==> config.mk <==
export PLATFORM = sky130hd
export DESIGN_NAME = movement_direction_qualifier
export DESIGN_NICKNAME = d
export VERILOG_FILES = /design/src/hw/rtl/mdq_pkg.sv /design/src/hw/rtl/movement_direction_qualifier.sv /design/src/hw/rtl/mdq_cfg_regs.sv /design/src/hw/rtl/mdq_classify.sv /design/src/hw/rtl/mdq_track.sv
export SDC_FILE = /design/constraint.sdc
export NUM_CORES = 1
export LEC_CHECK = 0
export BUFFER_PORTS_ARGS = -buffer_cell sky130_fd_sc_hd__buf_2
export CORE_MARGIN = 1
export CORE_UTILIZATION = 45
export DETAILED_ROUTE_END_ITERATION = 10
export PLACE_DENSITY = 0.7
export RECOVER_POWER = 100
export SKIP_LAST_GASP = 1
export SLEW_MARGIN = 30
export SYNTH_ARGS = -nofsm -noshare
export SYNTH_HDL_FRONTEND = slang
export SYNTH_SLANG_ARGS = --single-unit
==> constraint.sdc <==
create_clock -name clk -period 20.2 [get_ports clk]
set_clock_uncertainty 0.05 [all_clocks]
set_input_delay 4.04 -clock clk [delete_from_list [all_inputs] [get_ports clk]]
set_output_delay 4.04 -clock clk [all_outputs]
set_load 0.01 [all_outputs]
==> src/hw/rtl/mdq_pkg.sv <==
`timescale 1ns / 1ps
`default_nettype none

package mdq_pkg;

  // Timestamp bits in use (the port carries 48; range 32..48)
  localparam int TIME_BITS = 48;

  localparam int VEL_W   = 16;
  localparam int SPEED_W = 15;
  localparam int COUNT_W = 8;
  localparam int MS_W    = 16;
  localparam int ADDR_W  = 3;
  localparam int DATA_W  = 16;

  // Register reset values
  localparam logic [SPEED_W-1:0] ENTER_RST   = SPEED_W'(20);
  localparam logic [SPEED_W-1:0] STILL_RST   = SPEED_W'(8);
  localparam logic [COUNT_W-1:0] CONFIRM_RST = COUNT_W'(2);
  localparam logic [MS_W-1:0]    DWELL_RST   = MS_W'(500);
  localparam logic [MS_W-1:0]    HOLD_RST    = MS_W'(300);

  localparam logic [COUNT_W-1:0] COUNT_MAX = {COUNT_W{1'b1}};

  typedef enum logic [1:0] {
    MV_UNKNOWN  = 2'd0,
    MV_APPROACH = 2'd1,
    MV_LEAVE    = 2'd2,
    MV_STILL    = 2'd3
  } mv_t;

  typedef enum logic {
    OP_UPDATE = 1'b0,
    OP_CLEAR  = 1'b1
  } op_t;

  typedef enum logic [ADDR_W-1:0] {
    REG_ENTER   = 3'd0,
    REG_STILL   = 3'd1,
    REG_CONFIRM = 3'd2,
    REG_DWELL   = 3'd3,
    REG_HOLD    = 3'd4
  } reg_idx_t;

  typedef struct packed {
    logic [SPEED_W-1:0] enter_speed;
    logic [SPEED_W-1:0] still_speed;
    logic [COUNT_W-1:0] confirm_count;
    logic [MS_W-1:0]    still_dwell_ms;
    logic [MS_W-1:0]    hold_ms;
  } cfg_t;

  typedef struct packed {
    op_t                     op;
    logic signed [VEL_W-1:0] velocity;
    logic [TIME_BITS-1:0]    now_time;
  } item_t;

  typedef struct packed {
    logic gap;
    mv_t  mv;
  } cls_t;

endpackage

`default_nettype wire

==> src/hw/rtl/movement_direction_qualifier.sv <==
`timescale 1ns / 1ps
`default_nettype none

// Channel   | Dir | Signals                         | Contents
// ----------+-----+---------------------------------+----------------------------------
// s_        | in  | s_tvalid s_tready s_tdata s_tuser | velocity samples and clears
// m_        | out | m_tvalid m_tready m_tdata       | qualified movement state
// cfg_      | in  | cfg_we cfg_addr cfg_data        | threshold and timing registers
//
// One word per cycle sustained while the result side does not stall; each result is registered.
// The work per word sits between the input register and the result register.
// Reset restores register defaults and returns the state to unknown.
// When the result register is full and not taken, the input register holds and
// s_tready drops only once both registers are occupied.
module movement_direction_qualifier (
  input  wire logic                       clk,
  input  wire logic                       rst,
  input  wire logic                       s_tvalid,
  output logic                            s_tready,
  input  wire logic [63:0]                s_tdata,   // [15:0] velocity, [63:16] now_time
  input  wire logic                       s_tuser,   // [0] opcode
  output logic                            m_tvalid,
  input  wire logic                       m_tready,
  output logic [7:0]                      m_tdata,   // [1:0] movement, [7:2] zero
  input  wire logic                       cfg_we,
  input  wire logic [mdq_pkg::ADDR_W-1:0] cfg_addr,
  input  wire logic [mdq_pkg::DATA_W-1:0] cfg_data
);

  mdq_pkg::cfg_t  cfg;
  mdq_pkg::item_t in_item;
  logic           in_valid;
  logic           advance;
  logic           fire;
  mdq_pkg::mv_t   result_mv;
  mdq_pkg::mv_t   out_mv;

  mdq_cfg_regs u_cfg_regs (
    .clk      (clk),
    .rst      (rst),
    .cfg_we   (cfg_we),
    .cfg_addr (cfg_addr),
    .cfg_data (cfg_data),
    .cfg      (cfg)
  );

  assign advance  = !m_tvalid || m_tready;
  assign fire     = in_valid && advance;
  assign s_tready = !in_valid || advance;

  // Input register: load on accept, hold while the result side stalls
  always_ff @(posedge clk) begin
    if (rst) begin
      in_valid <= 1'b0;
    end else if (s_tready) begin
      in_valid <= s_tvalid;
    end
  end

  always_ff @(posedge clk) begin
    if (s_tvalid && s_tready) begin
      in_item.op       <= mdq_pkg::op_t'(s_tuser);
      in_item.velocity <= $signed(s_tdata[15:0]);
      in_item.now_time <= s_tdata[16 +: mdq_pkg::TIME_BITS];
    end
  end

  mdq_track u_track (
    .clk      (clk),
    .rst      (rst),
    .fire     (fire),
    .item     (in_item),
    .cfg      (cfg),
    .movement (result_mv)
  );

  // Result register
  always_ff @(posedge clk) begin
    if (rst) begin
      m_tvalid <= 1'b0;
    end else if (advance) begin
      m_tvalid <= in_valid;
    end
  end

  always_ff @(posedge clk) begin
    if (fire) begin
      out_mv <= result_mv;
    end
  end

  assign m_tdata = {6'b000000, out_mv};

endmodule

`default_nettype wire

==> src/hw/rtl/mdq_cfg_regs.sv <==
`timescale 1ns / 1ps
`default_nettype none

module mdq_cfg_regs (
  input  wire logic                       clk,
  input  wire logic                       rst,
  input  wire logic                       cfg_we,
  input  wire logic [mdq_pkg::ADDR_W-1:0] cfg_addr,
  input  wire logic [mdq_pkg::DATA_W-1:0] cfg_data,
  output mdq_pkg::cfg_t                   cfg
);

  // Write one register per cycle; unknown indexes drop the write
  always_ff @(posedge clk) begin
    if (rst) begin
      cfg.enter_speed    <= mdq_pkg::ENTER_RST;
      cfg.still_speed    <= mdq_pkg::STILL_RST;
      cfg.confirm_count  <= mdq_pkg::CONFIRM_RST;
      cfg.still_dwell_ms <= mdq_pkg::DWELL_RST;
      cfg.hold_ms        <= mdq_pkg::HOLD_RST;
    end else if (cfg_we) begin
      case (mdq_pkg::reg_idx_t'(cfg_addr))
        mdq_pkg::REG_ENTER:   cfg.enter_speed    <= cfg_data[mdq_pkg::SPEED_W-1:0];
        mdq_pkg::REG_STILL:   cfg.still_speed    <= cfg_data[mdq_pkg::SPEED_W-1:0];
        mdq_pkg::REG_CONFIRM: cfg.confirm_count  <= cfg_data[mdq_pkg::COUNT_W-1:0];
        mdq_pkg::REG_DWELL:   cfg.still_dwell_ms <= cfg_data[mdq_pkg::MS_W-1:0];
        mdq_pkg::REG_HOLD:    cfg.hold_ms        <= cfg_data[mdq_pkg::MS_W-1:0];
        default: ;
      endcase
    end
  end

endmodule

`default_nettype wire

==> src/hw/rtl/mdq_classify.sv <==
`timescale 1ns / 1ps
`default_nettype none

module mdq_classify (
  input  wire logic signed [mdq_pkg::VEL_W-1:0]   velocity,
  input  wire logic        [mdq_pkg::SPEED_W-1:0] enter_speed,
  input  wire logic        [mdq_pkg::SPEED_W-1:0] still_speed,
  output mdq_pkg::cls_t                           cls
);

  logic signed [mdq_pkg::VEL_W:0] vel_x;
  logic signed [mdq_pkg::VEL_W:0] enter_x;
  logic signed [mdq_pkg::VEL_W:0] still_x;

  // Widen by one bit so the negated thresholds never overflow
  assign vel_x   = {velocity[mdq_pkg::VEL_W-1], velocity};
  assign enter_x = $signed({2'b00, enter_speed});
  assign still_x = $signed({2'b00, still_speed});

  // Moving zones win over the stationary band when they overlap
  always_comb begin
    cls.gap = 1'b0;
    cls.mv  = mdq_pkg::MV_UNKNOWN;
    if (vel_x >= enter_x) begin
      cls.mv = mdq_pkg::MV_APPROACH;
    end else if (vel_x <= -enter_x) begin
      cls.mv = mdq_pkg::MV_LEAVE;
    end else if (vel_x >= -still_x && vel_x <= still_x) begin
      cls.mv = mdq_pkg::MV_STILL;
    end else begin
      cls.gap = 1'b1;
    end
  end

endmodule

`default_nettype wire

==> src/hw/rtl/mdq_track.sv <==
`timescale 1ns / 1ps
`default_nettype none

module mdq_track (
  input  wire logic          clk,
  input  wire logic          rst,
  input  wire logic          fire,
  input  wire mdq_pkg::item_t item,
  input  wire mdq_pkg::cfg_t  cfg,
  output mdq_pkg::mv_t       movement
);

  localparam int TB = mdq_pkg::TIME_BITS;

  mdq_pkg::mv_t                  cur_state;
  mdq_pkg::mv_t                  cur_state_next;
  mdq_pkg::mv_t                  cand_state;
  mdq_pkg::mv_t                  cand_state_next;
  logic [mdq_pkg::COUNT_W-1:0]   cand_count;
  logic [mdq_pkg::COUNT_W-1:0]   cand_count_next;
  logic [TB-1:0]                 cand_start;
  logic [TB-1:0]                 cand_start_next;
  logic [TB:0]                   hold_until;
  logic [TB:0]                   hold_until_next;

  mdq_pkg::cls_t                 cls;
  logic                          drop;
  logic                          is_new;
  logic [mdq_pkg::COUNT_W-1:0]   count_eff;
  logic [TB-1:0]                 start_eff;
  logic [TB:0]                   elapsed;
  logic [TB-1:0]                 dwell;
  logic                          confirm_ok;

  mdq_classify u_classify (
    .velocity    (item.velocity),
    .enter_speed (cfg.enter_speed),
    .still_speed (cfg.still_speed),
    .cls         (cls)
  );

  // Candidate bookkeeping for this word
  assign drop      = cls.gap || (cls.mv == cur_state);
  assign is_new    = (cls.mv != cand_state);
  assign count_eff = is_new ? mdq_pkg::COUNT_W'(1) :
                     (cand_count == mdq_pkg::COUNT_MAX) ? cand_count :
                     cand_count + mdq_pkg::COUNT_W'(1);
  assign start_eff = is_new ? item.now_time : cand_start;
  assign elapsed   = {1'b0, item.now_time} - {1'b0, start_eff};
  assign dwell     = (cls.mv == mdq_pkg::MV_STILL) ?
                     {{(TB-mdq_pkg::MS_W){1'b0}}, cfg.still_dwell_ms} : '0;

  // Count, hold and dwell tests; a borrow means time went backwards
  assign confirm_ok = (count_eff >= cfg.confirm_count) &&
                      ({1'b0, item.now_time} >= hold_until) &&
                      !elapsed[TB] && (elapsed[TB-1:0] >= dwell);

  always_comb begin
    cur_state_next  = cur_state;
    cand_state_next = cand_state;
    cand_count_next = cand_count;
    cand_start_next = cand_start;
    hold_until_next = hold_until;
    if (fire) begin
      if (item.op == mdq_pkg::OP_CLEAR) begin
        cur_state_next  = mdq_pkg::MV_UNKNOWN;
        cand_state_next = mdq_pkg::MV_UNKNOWN;
        cand_count_next = '0;
        cand_start_next = '0;
        hold_until_next = '0;
      end else if (drop) begin
        cand_state_next = cur_state;
        cand_count_next = '0;
        cand_start_next = item.now_time;
      end else begin
        cand_state_next = cls.mv;
        cand_count_next = count_eff;
        cand_start_next = start_eff;
        if (confirm_ok) begin
          cur_state_next  = cls.mv;
          cand_count_next = '0;
          hold_until_next = {1'b0, item.now_time} +
                            {{(TB+1-mdq_pkg::MS_W){1'b0}}, cfg.hold_ms};
        end
      end
    end
  end

  always_ff @(posedge clk) begin
    if (rst) begin
      cur_state  <= mdq_pkg::MV_UNKNOWN;
      cand_state <= mdq_pkg::MV_UNKNOWN;
      cand_count <= '0;
      cand_start <= '0;
      hold_until <= '0;
    end else begin
      cur_state  <= cur_state_next;
      cand_state <= cand_state_next;
      cand_count <= cand_count_next;
      cand_start <= cand_start_next;
      hold_until <= hold_until_next;
    end
  end

  // Result is the state after this word
  assign movement = cur_state_next;

  // A live candidate always differs from the current state
  a_cand_count: assert property (@(posedge clk) disable iff (rst)
    (cand_count == '0) == (cand_state == cur_state))
    else $error("candidate count out of step with candidate state");

  a_clear: assert property (@(posedge clk) disable iff (rst)
    fire && item.op == mdq_pkg::OP_CLEAR |=>
      cur_state == mdq_pkg::MV_UNKNOWN && hold_until == '0)
    else $error("clear did not return state to unknown");

  a_idle_stable: assert property (@(posedge clk) disable iff (rst)
    !fire |=> $stable(cur_state) && $stable(cand_count) && $stable(hold_until))
    else $error("state moved without a word");

  a_hold_set: assert property (@(posedge clk) disable iff (rst)
    fire && item.op == mdq_pkg::OP_UPDATE && cur_state_next != cur_state |=>
      hold_until >= {1'b0, $past(item.now_time)})
    else $error("hold time not armed on state change");

endmodule

`default_nettype wire
==> results.cfg, run 1 <==
[outcome]
status = finished with violations
violations = capacitance limit, slew limit

[clocking]
cts.clk_slew.worst_paths_ps = 60
clockBufferDepth = 3
post-cts-setup-buffer-count = 0
cts-htree-levels = 1
cts-buffers-inserted = 29
cts_resized = 0
clockRootBuffer = clkbuf_16
clock_latency_ps = 590
cts_tree = done
ctsHoldBuffers = 0
cts_sinks = 248

[final_layout]
diodes = 0
drive_above_1_share_pct = 8.41
final_common_cell = nand2_1
final_cell_mix = 251 x nand2_1, 201 x ha_1, 181 x dfxtp_1
area_growth_pct = 9.92
layout.nets = 2291
fin_area_um2 = 18800
fillCellCount = 3561

[synthesis]
synth-edff-count = 67
synth_top_family_by_area = compound AO/OA/AOI/OAI gates
synth-compound-area-share_pct = 21.5
yosys.area_share.simple_pct = 17.4
synth_top_area_share_pct = 21.2
muxShareOfSynthArea_pct = 3.22
synth_cell_types = 79
syn-cell-area_um2 = 17100
ys.warnings.count = 0
synth-seq-cells = 248
synth_fa_ha_area_share_pct = 15.0
netlist_instances = 1950
synth_area_leader_cell = dfxtp_1
synth_top_flop_cell = dfxtp_1
synth-xor-area-share_pct = 5.08
synth_area_leaders = dfxtp_1 21%, ha_1 15%, edfxtp_1 12%, nand2_1 5.5%, a21oi_1 5.0%
seq_area_frac_synth_pct = 33.0
synth.avg_cell_area_um2 = 8.76
synthArstFlopShare_pct = 0

[critical_path]
reg2reg_depth = 35
critPathCaptureType = flop
required_ps = 20610
crit_type = reg -> reg
worst-path-max-fanout = 55
rrSetupSlack_ps = 6450
worstPathArrival_ps = 14160
timing.rr.start = u_cfg_regs.cfg[56]$_SDFFE_PP0P_
slowest_stage = mux2_1
crit_top_cell = o21ai_0
cp-start-kind = flop
critPathMaxStageDelay_ps = 2150
r2r-end = u_track.hold_until[28]$_SDFFE_PP0P_

[power_and_ir_drop]
power.static_leakage_uw = 0.00726
vdd_drop_max_v = 0.0000551
finalPower_uw = 1410
powerDensity_nw_per_um2 = 75.3

[sta]
fin_crit_sh_pct = 68.1
max_freq_ghz = 0.0727
hold_viol_final = 0
report.final.slew_viol_count = 309
setup_viol = 0
period_minus_slack_ps = 13750
setup_slack_ps = 6450
worst_slew_pin_slew_ps = 3690
whs_ps = 404
rsz0062_at_grt = false
tns_ps = 0
relSlewSlack_pct = -146

[floorplan]
io_pins = 99
core_um2 = 37000
die_w_um = 197
fp.dieH_um = 197
dieArea_um2 = 38700
num_rows = 70
initial_core_util_pct = 46.2

[placement]
gp_congestion = 0.897
place_ws_ps = 9400
port_buffers = 92
dp_hpwl_mm = 34.8
placed_cell_area_um2 = 17900

[route]
drc = 0
wl_mm = 46.4
routed_via_density = 5.81
drt_iter0_drc = 945
vias = 14676
first_pass_iters = 5
wire_per_inst_um = 18.4
ant_nets = 0

[global_route]
grt.total_usage_pct = 23.6
grt_first_pass_wirelength_mm = 73.6
grt_pass1_vias = 13957
grt_max_degree = 85
grt_antenna_before_repair = 1
overflow = 0

[job]
cap_violations = 7

[hold_path]
hold_path.class = reg -> reg
holdPathStages = 2
hp-start = u_cfg_regs.cfg[36]$_SDFFE_PP0P_
min_to = u_cfg_regs.cfg[36]$_SDFFE_PP0P_
[how the worst max path moves through the flow]
stage / start / endpoint / slack (ps) / cells after the start
global placement: u_cfg_regs.cfg[56]$_SDFFE_PP0P_ / u_track.hold_until[20]$_SDFFE_PP0P_ / 9890 / 40
detailed placement: u_cfg_regs.cfg[56]$_SDFFE_PP0P_ / u_track.hold_until[28]$_SDFFE_PP0P_ / 9400 / 38
floorplan: u_cfg_regs.cfg[56]$_SDFFE_PP0P_ / u_track.hold_until[41]$_SDFFE_PP0P_ / 11540 / 43
CTS: u_cfg_regs.cfg[56]$_SDFFE_PP0P_ / u_track.hold_until[28]$_SDFFE_PP0P_ / 9300 / 38
global route: u_cfg_regs.cfg[56]$_SDFFE_PP0P_ / u_track.hold_until[30]$_SDFFE_PP0P_ / 5280 / 37
finish: u_cfg_regs.cfg[56]$_SDFFE_PP0P_ / u_track.hold_until[28]$_SDFFE_PP0P_ / 6450 / 35
[layout make-up]
type | instances | area, um2 | area share [%]
multi-input combinational | 1503 | 10600 | 56.5
sequential | 248 | 5640 | 30.0
clock buffer | 42 | 835 | 4.45
tap | 504 | 631 | 3.36
timing repair buffer | 100 | 495 | 2.64
inverter | 117 | 439 | 2.34
clock inverter | 12 | 136 | 0.727
[logic make-up (layout without fill, tap and decap cells)]
| family | Yosys count | in the layout |
|---|---|---|
| mux | 54 | 54 |
| simple gates | 609 | 609 |
| buf+inv | 204 | 271 |
| compound gates | 532 | 532 |
| xor+xnor | 99 | 99 |
| other cells | 1 | 6 |
| fa+ha+maj | 203 | 203 |
| flops | 248 | 248 |
[stage by stage]
step	std cells	utilization, %
floorplan	1955	-
global placement	2469	48.3
detailed placement	2470	48.4
CTS	2524	51.0
global route	2526	50.8
finish	2526	50.8
[flip-flops by register name, summed over array words and instances, names as in the netlist]
name                count
in_valid                1
u_track.cand_start     48
u_track.cand_count      8
out_mv                  2
u_track.cur_state       2
u_track.cand_state      2
in_item                65
u_track.hold_until     49
u_cfg_regs.cfg         70
m_tvalid                1
[synthesized netlist by cell type, types with 24 or more instances]
| cell type | number |
|---|---|
| o2bb2ai_1 | 37 |
| o21ai_0 | 75 |
| a21o_1 | 41 |
| nand4_1 | 59 |
| inv_1 | 117 |
| xor2_1 | 48 |
| edfxtp_1 | 67 |
| ha_1 | 201 |
| nand2_1 | 250 |
| a22o_1 | 60 |
| dfxtp_1 | 181 |
| nor2_1 | 95 |
| a21oi_1 | 169 |
| clkbuf_1 | 57 |
| mux2i_1 | 50 |
| nor3_1 | 24 |
| xnor2_1 | 51 |
| nand3_1 | 43 |
[layer usage]
metal / track usage, % / routed length [um] / vias up
met4: 7.44 / 1340 / 2
met5: 0 / 9 / -
met3: 3.01 / 2480 / 82
li1: - / - / 7234
met2: 39.5 / 21400 / 393
met1: 31.4 / 21100 / 6965
[critical path, delay by kind of cell (launching register included)]
family                     cells  cell delay [ps]
AOI/OAI and AO/OA             15             4670
xor gates and xnor gates       2              360
adders and majority gates      4             1410
buffers and inverters          2             1500
DFF                            1              330
muxes                          2             2580
and+or+nand+nor               10             2670
[report_power, final]
part / total, uW / internal (uW) / switching (uW)
combinational: 333 / 131 / 202
sequential: 548 / 528 / 20.3
clock: 533 / 314 / 220
No activity file was read; power rests on OpenSTA's default activity.
==> inputs of run 2 (changes only) <==
--- a/config.mk
+++ b/config.mk
@@ -9,7 +9,7 @@
 export CORE_MARGIN = 1
 export CORE_UTILIZATION = 45
 export DETAILED_ROUTE_END_ITERATION = 10
-export PLACE_DENSITY = 0.7
+export PLACE_DENSITY = 0.72
 export RECOVER_POWER = 100
 export SKIP_LAST_GASP = 1
 export SLEW_MARGIN = 30
==> constraint.sdc (replaced) <==
create_clock -name clk -period 12.6 [get_ports clk]
set_clock_uncertainty 0.05 [all_clocks]
set_input_delay 2.52 -clock clk [delete_from_list [all_inputs] [get_ports clk]]
set_output_delay 2.52 -clock clk [all_outputs]
set_load 0.01 [all_outputs]
==> run 2 against run 1 <==
  * The flow still finishes with violations (capacitance limit, slew limit)
  * Register-to-register slack worse by 4800 ps
  * Die area unchanged
  * Largest power group unchanged
  * Sequential share of layout area down 0.066 points
  * Clock power rose by 64%
  * Routed wire length is 0.71% higher
  * Critical endpoint is now u_track.hold_until[24]$_SDFFE_PP0P_
==> results.cfg, run 2 (synthesis results as in run 1) <==
[final_layout]
fillCellCount = 3564
biggestRegsByFlops = u_cfg_regs.cfg: 70 flops, in_item: 65 flops, u_track.hold_until: 49 flops
largest_register_ffs = 70
multi_input_area_um2 = 10600
layout.nets = 2292
seq_area_um2 = 5640
final_common_cell = nand2_1
drive_above_1_share_pct = 8.45
final_cell_mix = 250 x nand2_1, 201 x ha_1, 181 x dfxtp_1
largest_register = u_cfg_regs.cfg
diodes = 0
area_growth_pct = 10.2

[critical_path]
worst-path-max-fanout = 55
crit_type = reg -> reg
rrSetupSlack_ps = 1660
timing.rr.start = u_cfg_regs.cfg[43]$_SDFFE_PP1P_
critPathMaxStageDelay_ps = 1270
worstPathArrival_ps = 11370
crit_path_end = u_track.hold_until[24]$_SDFFE_PP0P_
r2r-end = u_track.hold_until[24]$_SDFFE_PP0P_
slowest_stage = mux2_2
required_ps = 13030
cp-start-kind = flop
reg2reg_depth = 39
critPathCaptureType = flop
cp-startpoint = u_cfg_regs.cfg[43]$_SDFFE_PP1P_

[route]
vias = 14830
drt_iter0_drc = 1052
ant_nets = 0
wire_per_inst_um = 18.5
drc = 0
routed_via_density = 5.87
wl_mm = 46.7
first_pass_iters = 5

[power_and_ir_drop]
p_comb_share_pct = 23.4
internal_power_uw = 1560
finalPower_uw = 2290
powerDensity_nw_per_um2 = 122
pwr-share-clk_pct = 38.2
p_seq_share_pct = 38.5
power.static_leakage_uw = 0.00731
vdd_drop_max_v = 0.000106
switching_power_uw = 724
switching_share_pct = 31.7

[sta]
hold_viol_final = 0
setup_viol = 0
tns_ps = 0
period_minus_slack_ps = 10940
rsz0062_at_grt = false
relSlewSlack_pct = -161
fin_crit_sh_pct = 86.8
report.final.slew_viol_count = 231
max_freq_ghz = 0.0914
worst_slew_pin_slew_ps = 3920

[clocking]
clock_latency_ps = 600
ctsHoldBuffers = 0
clockRootBuffer = clkbuf_16
cts.clk_slew.worst_paths_ps = 60
post-cts-setup-buffer-count = 0
cts_resized = 0
cts_tree = done
cts-buffers-inserted = 29
cts_sinks = 248
clockBufferDepth = 3
cts-htree-levels = 1

[global_route]
grt_first_pass_wirelength_mm = 74.9
grt.total_usage_pct = 23.9
grt_antenna_before_repair = 0
overflow = 0
grt_max_degree = 85
grt_pass1_vias = 14222

[hold_path]
hold_path.class = reg -> reg
holdPathStages = 2

[outcome]
status = finished with violations
violations = capacitance limit, slew limit

[placement]
port_buffers = 92
dp_hpwl_mm = 35.2
gp_congestion = 0.940

[floorplan]
core_um2 = 37000
fp.dieH_um = 197
num_rows = 70
io_pins = 99
die_w_um = 197
initial_core_util_pct = 46.2
dieArea_um2 = 38700

[job]
cap_violations = 5
-- run 2: changes by cell type in the layout (fill, tap and decap cells not counted), sizes merged --
| cell | change |
|---|---|
| clkinv | +6 |
| clkbuf | -2 |
| inv | -1 |
| clkinvlp | -3 |
| bufinv | -2 |
| buf | +3 |
-- run 2: how the worst min path moves through the flow --
| stage | to | startpoint |
|---|---|---|
| 2_1_floorplan | u_cfg_regs.cfg[16]$_SDFFE_PP0P_ | u_cfg_regs.cfg[16]$_SDFFE_PP0P_ |
| 3_3_place_gp | u_cfg_regs.cfg[16]$_SDFFE_PP0P_ | u_cfg_regs.cfg[16]$_SDFFE_PP0P_ |
| 3_5_place_dp | u_track.hold_until[19]$_SDFFE_PP0P_ | u_track.hold_until[19]$_SDFFE_PP0P_ |
| 4_1_cts | u_cfg_regs.cfg[16]$_SDFFE_PP0P_ | u_cfg_regs.cfg[16]$_SDFFE_PP0P_ |
| 5_1_grt | u_track.hold_until[15]$_SDFFE_PP0P_ | u_track.hold_until[15]$_SDFFE_PP0P_ |
| 6_report | u_cfg_regs.cfg[34]$_SDFFE_PP0P_ | u_cfg_regs.cfg[34]$_SDFFE_PP0P_ |
-- run 2: metrics by stage --
stage	worst slack (ps)	hold slack (ps)	utilization, %	cell area, um2	instances
global placement	2300	392	48.3	17900	2470
finish	1660	405	50.9	18800	2527
detailed placement	1920	396	48.4	17900	2471
floorplan	3940	382	-	17100	1955
global route	710	423	50.9	18800	2527
CTS	1840	408	51.1	18900	2525
-- run 2: final cells by class --
type	count	share of cell area [%]
clock buffers	42	4.84
clock inverters	12	0.486
inverters	117	2.33
multi-input cells	1503	56.3
flip-flops and latches	248	30.0
well taps	504	3.35
repair buffers	101	2.73
-- run 2: power by group through the flow --
stage | Combinational, uW | Clock [uW] | Sequential, uW
6_report | 534 | 872 | 879
3_3_place_gp | 514 | 0 | 894
4_1_cts | 528 | 890 | 878
5_1_grt | 594 | 921 | 882
3_5_place_dp | 525 | 0 | 895
2_1_floorplan | 391 | 0 | 882
-- run 2: worst max-delay path, delay by kind of cell (launching register included) --
kind                     cells  cell delay, ps
AND/OR/NAND/NOR             15            3500
AO/OA/AOI/OAI               14            3390
multiplexers                 1            1270
adder cells (fa/ha/maj)      4            1240
buffers and inverters        3             690
XOR/XNOR                     2             320
flip-flops                   1             300
-- run 2: routing by layer --
layer	global-route usage [%]	up-vias	routed length [um]
met5	0	-	0
li1	-	7243	-
met2	39.6	405	21300
met1	32.7	7092	21700
met4	7.18	0	1440
met3	2.67	90	2230
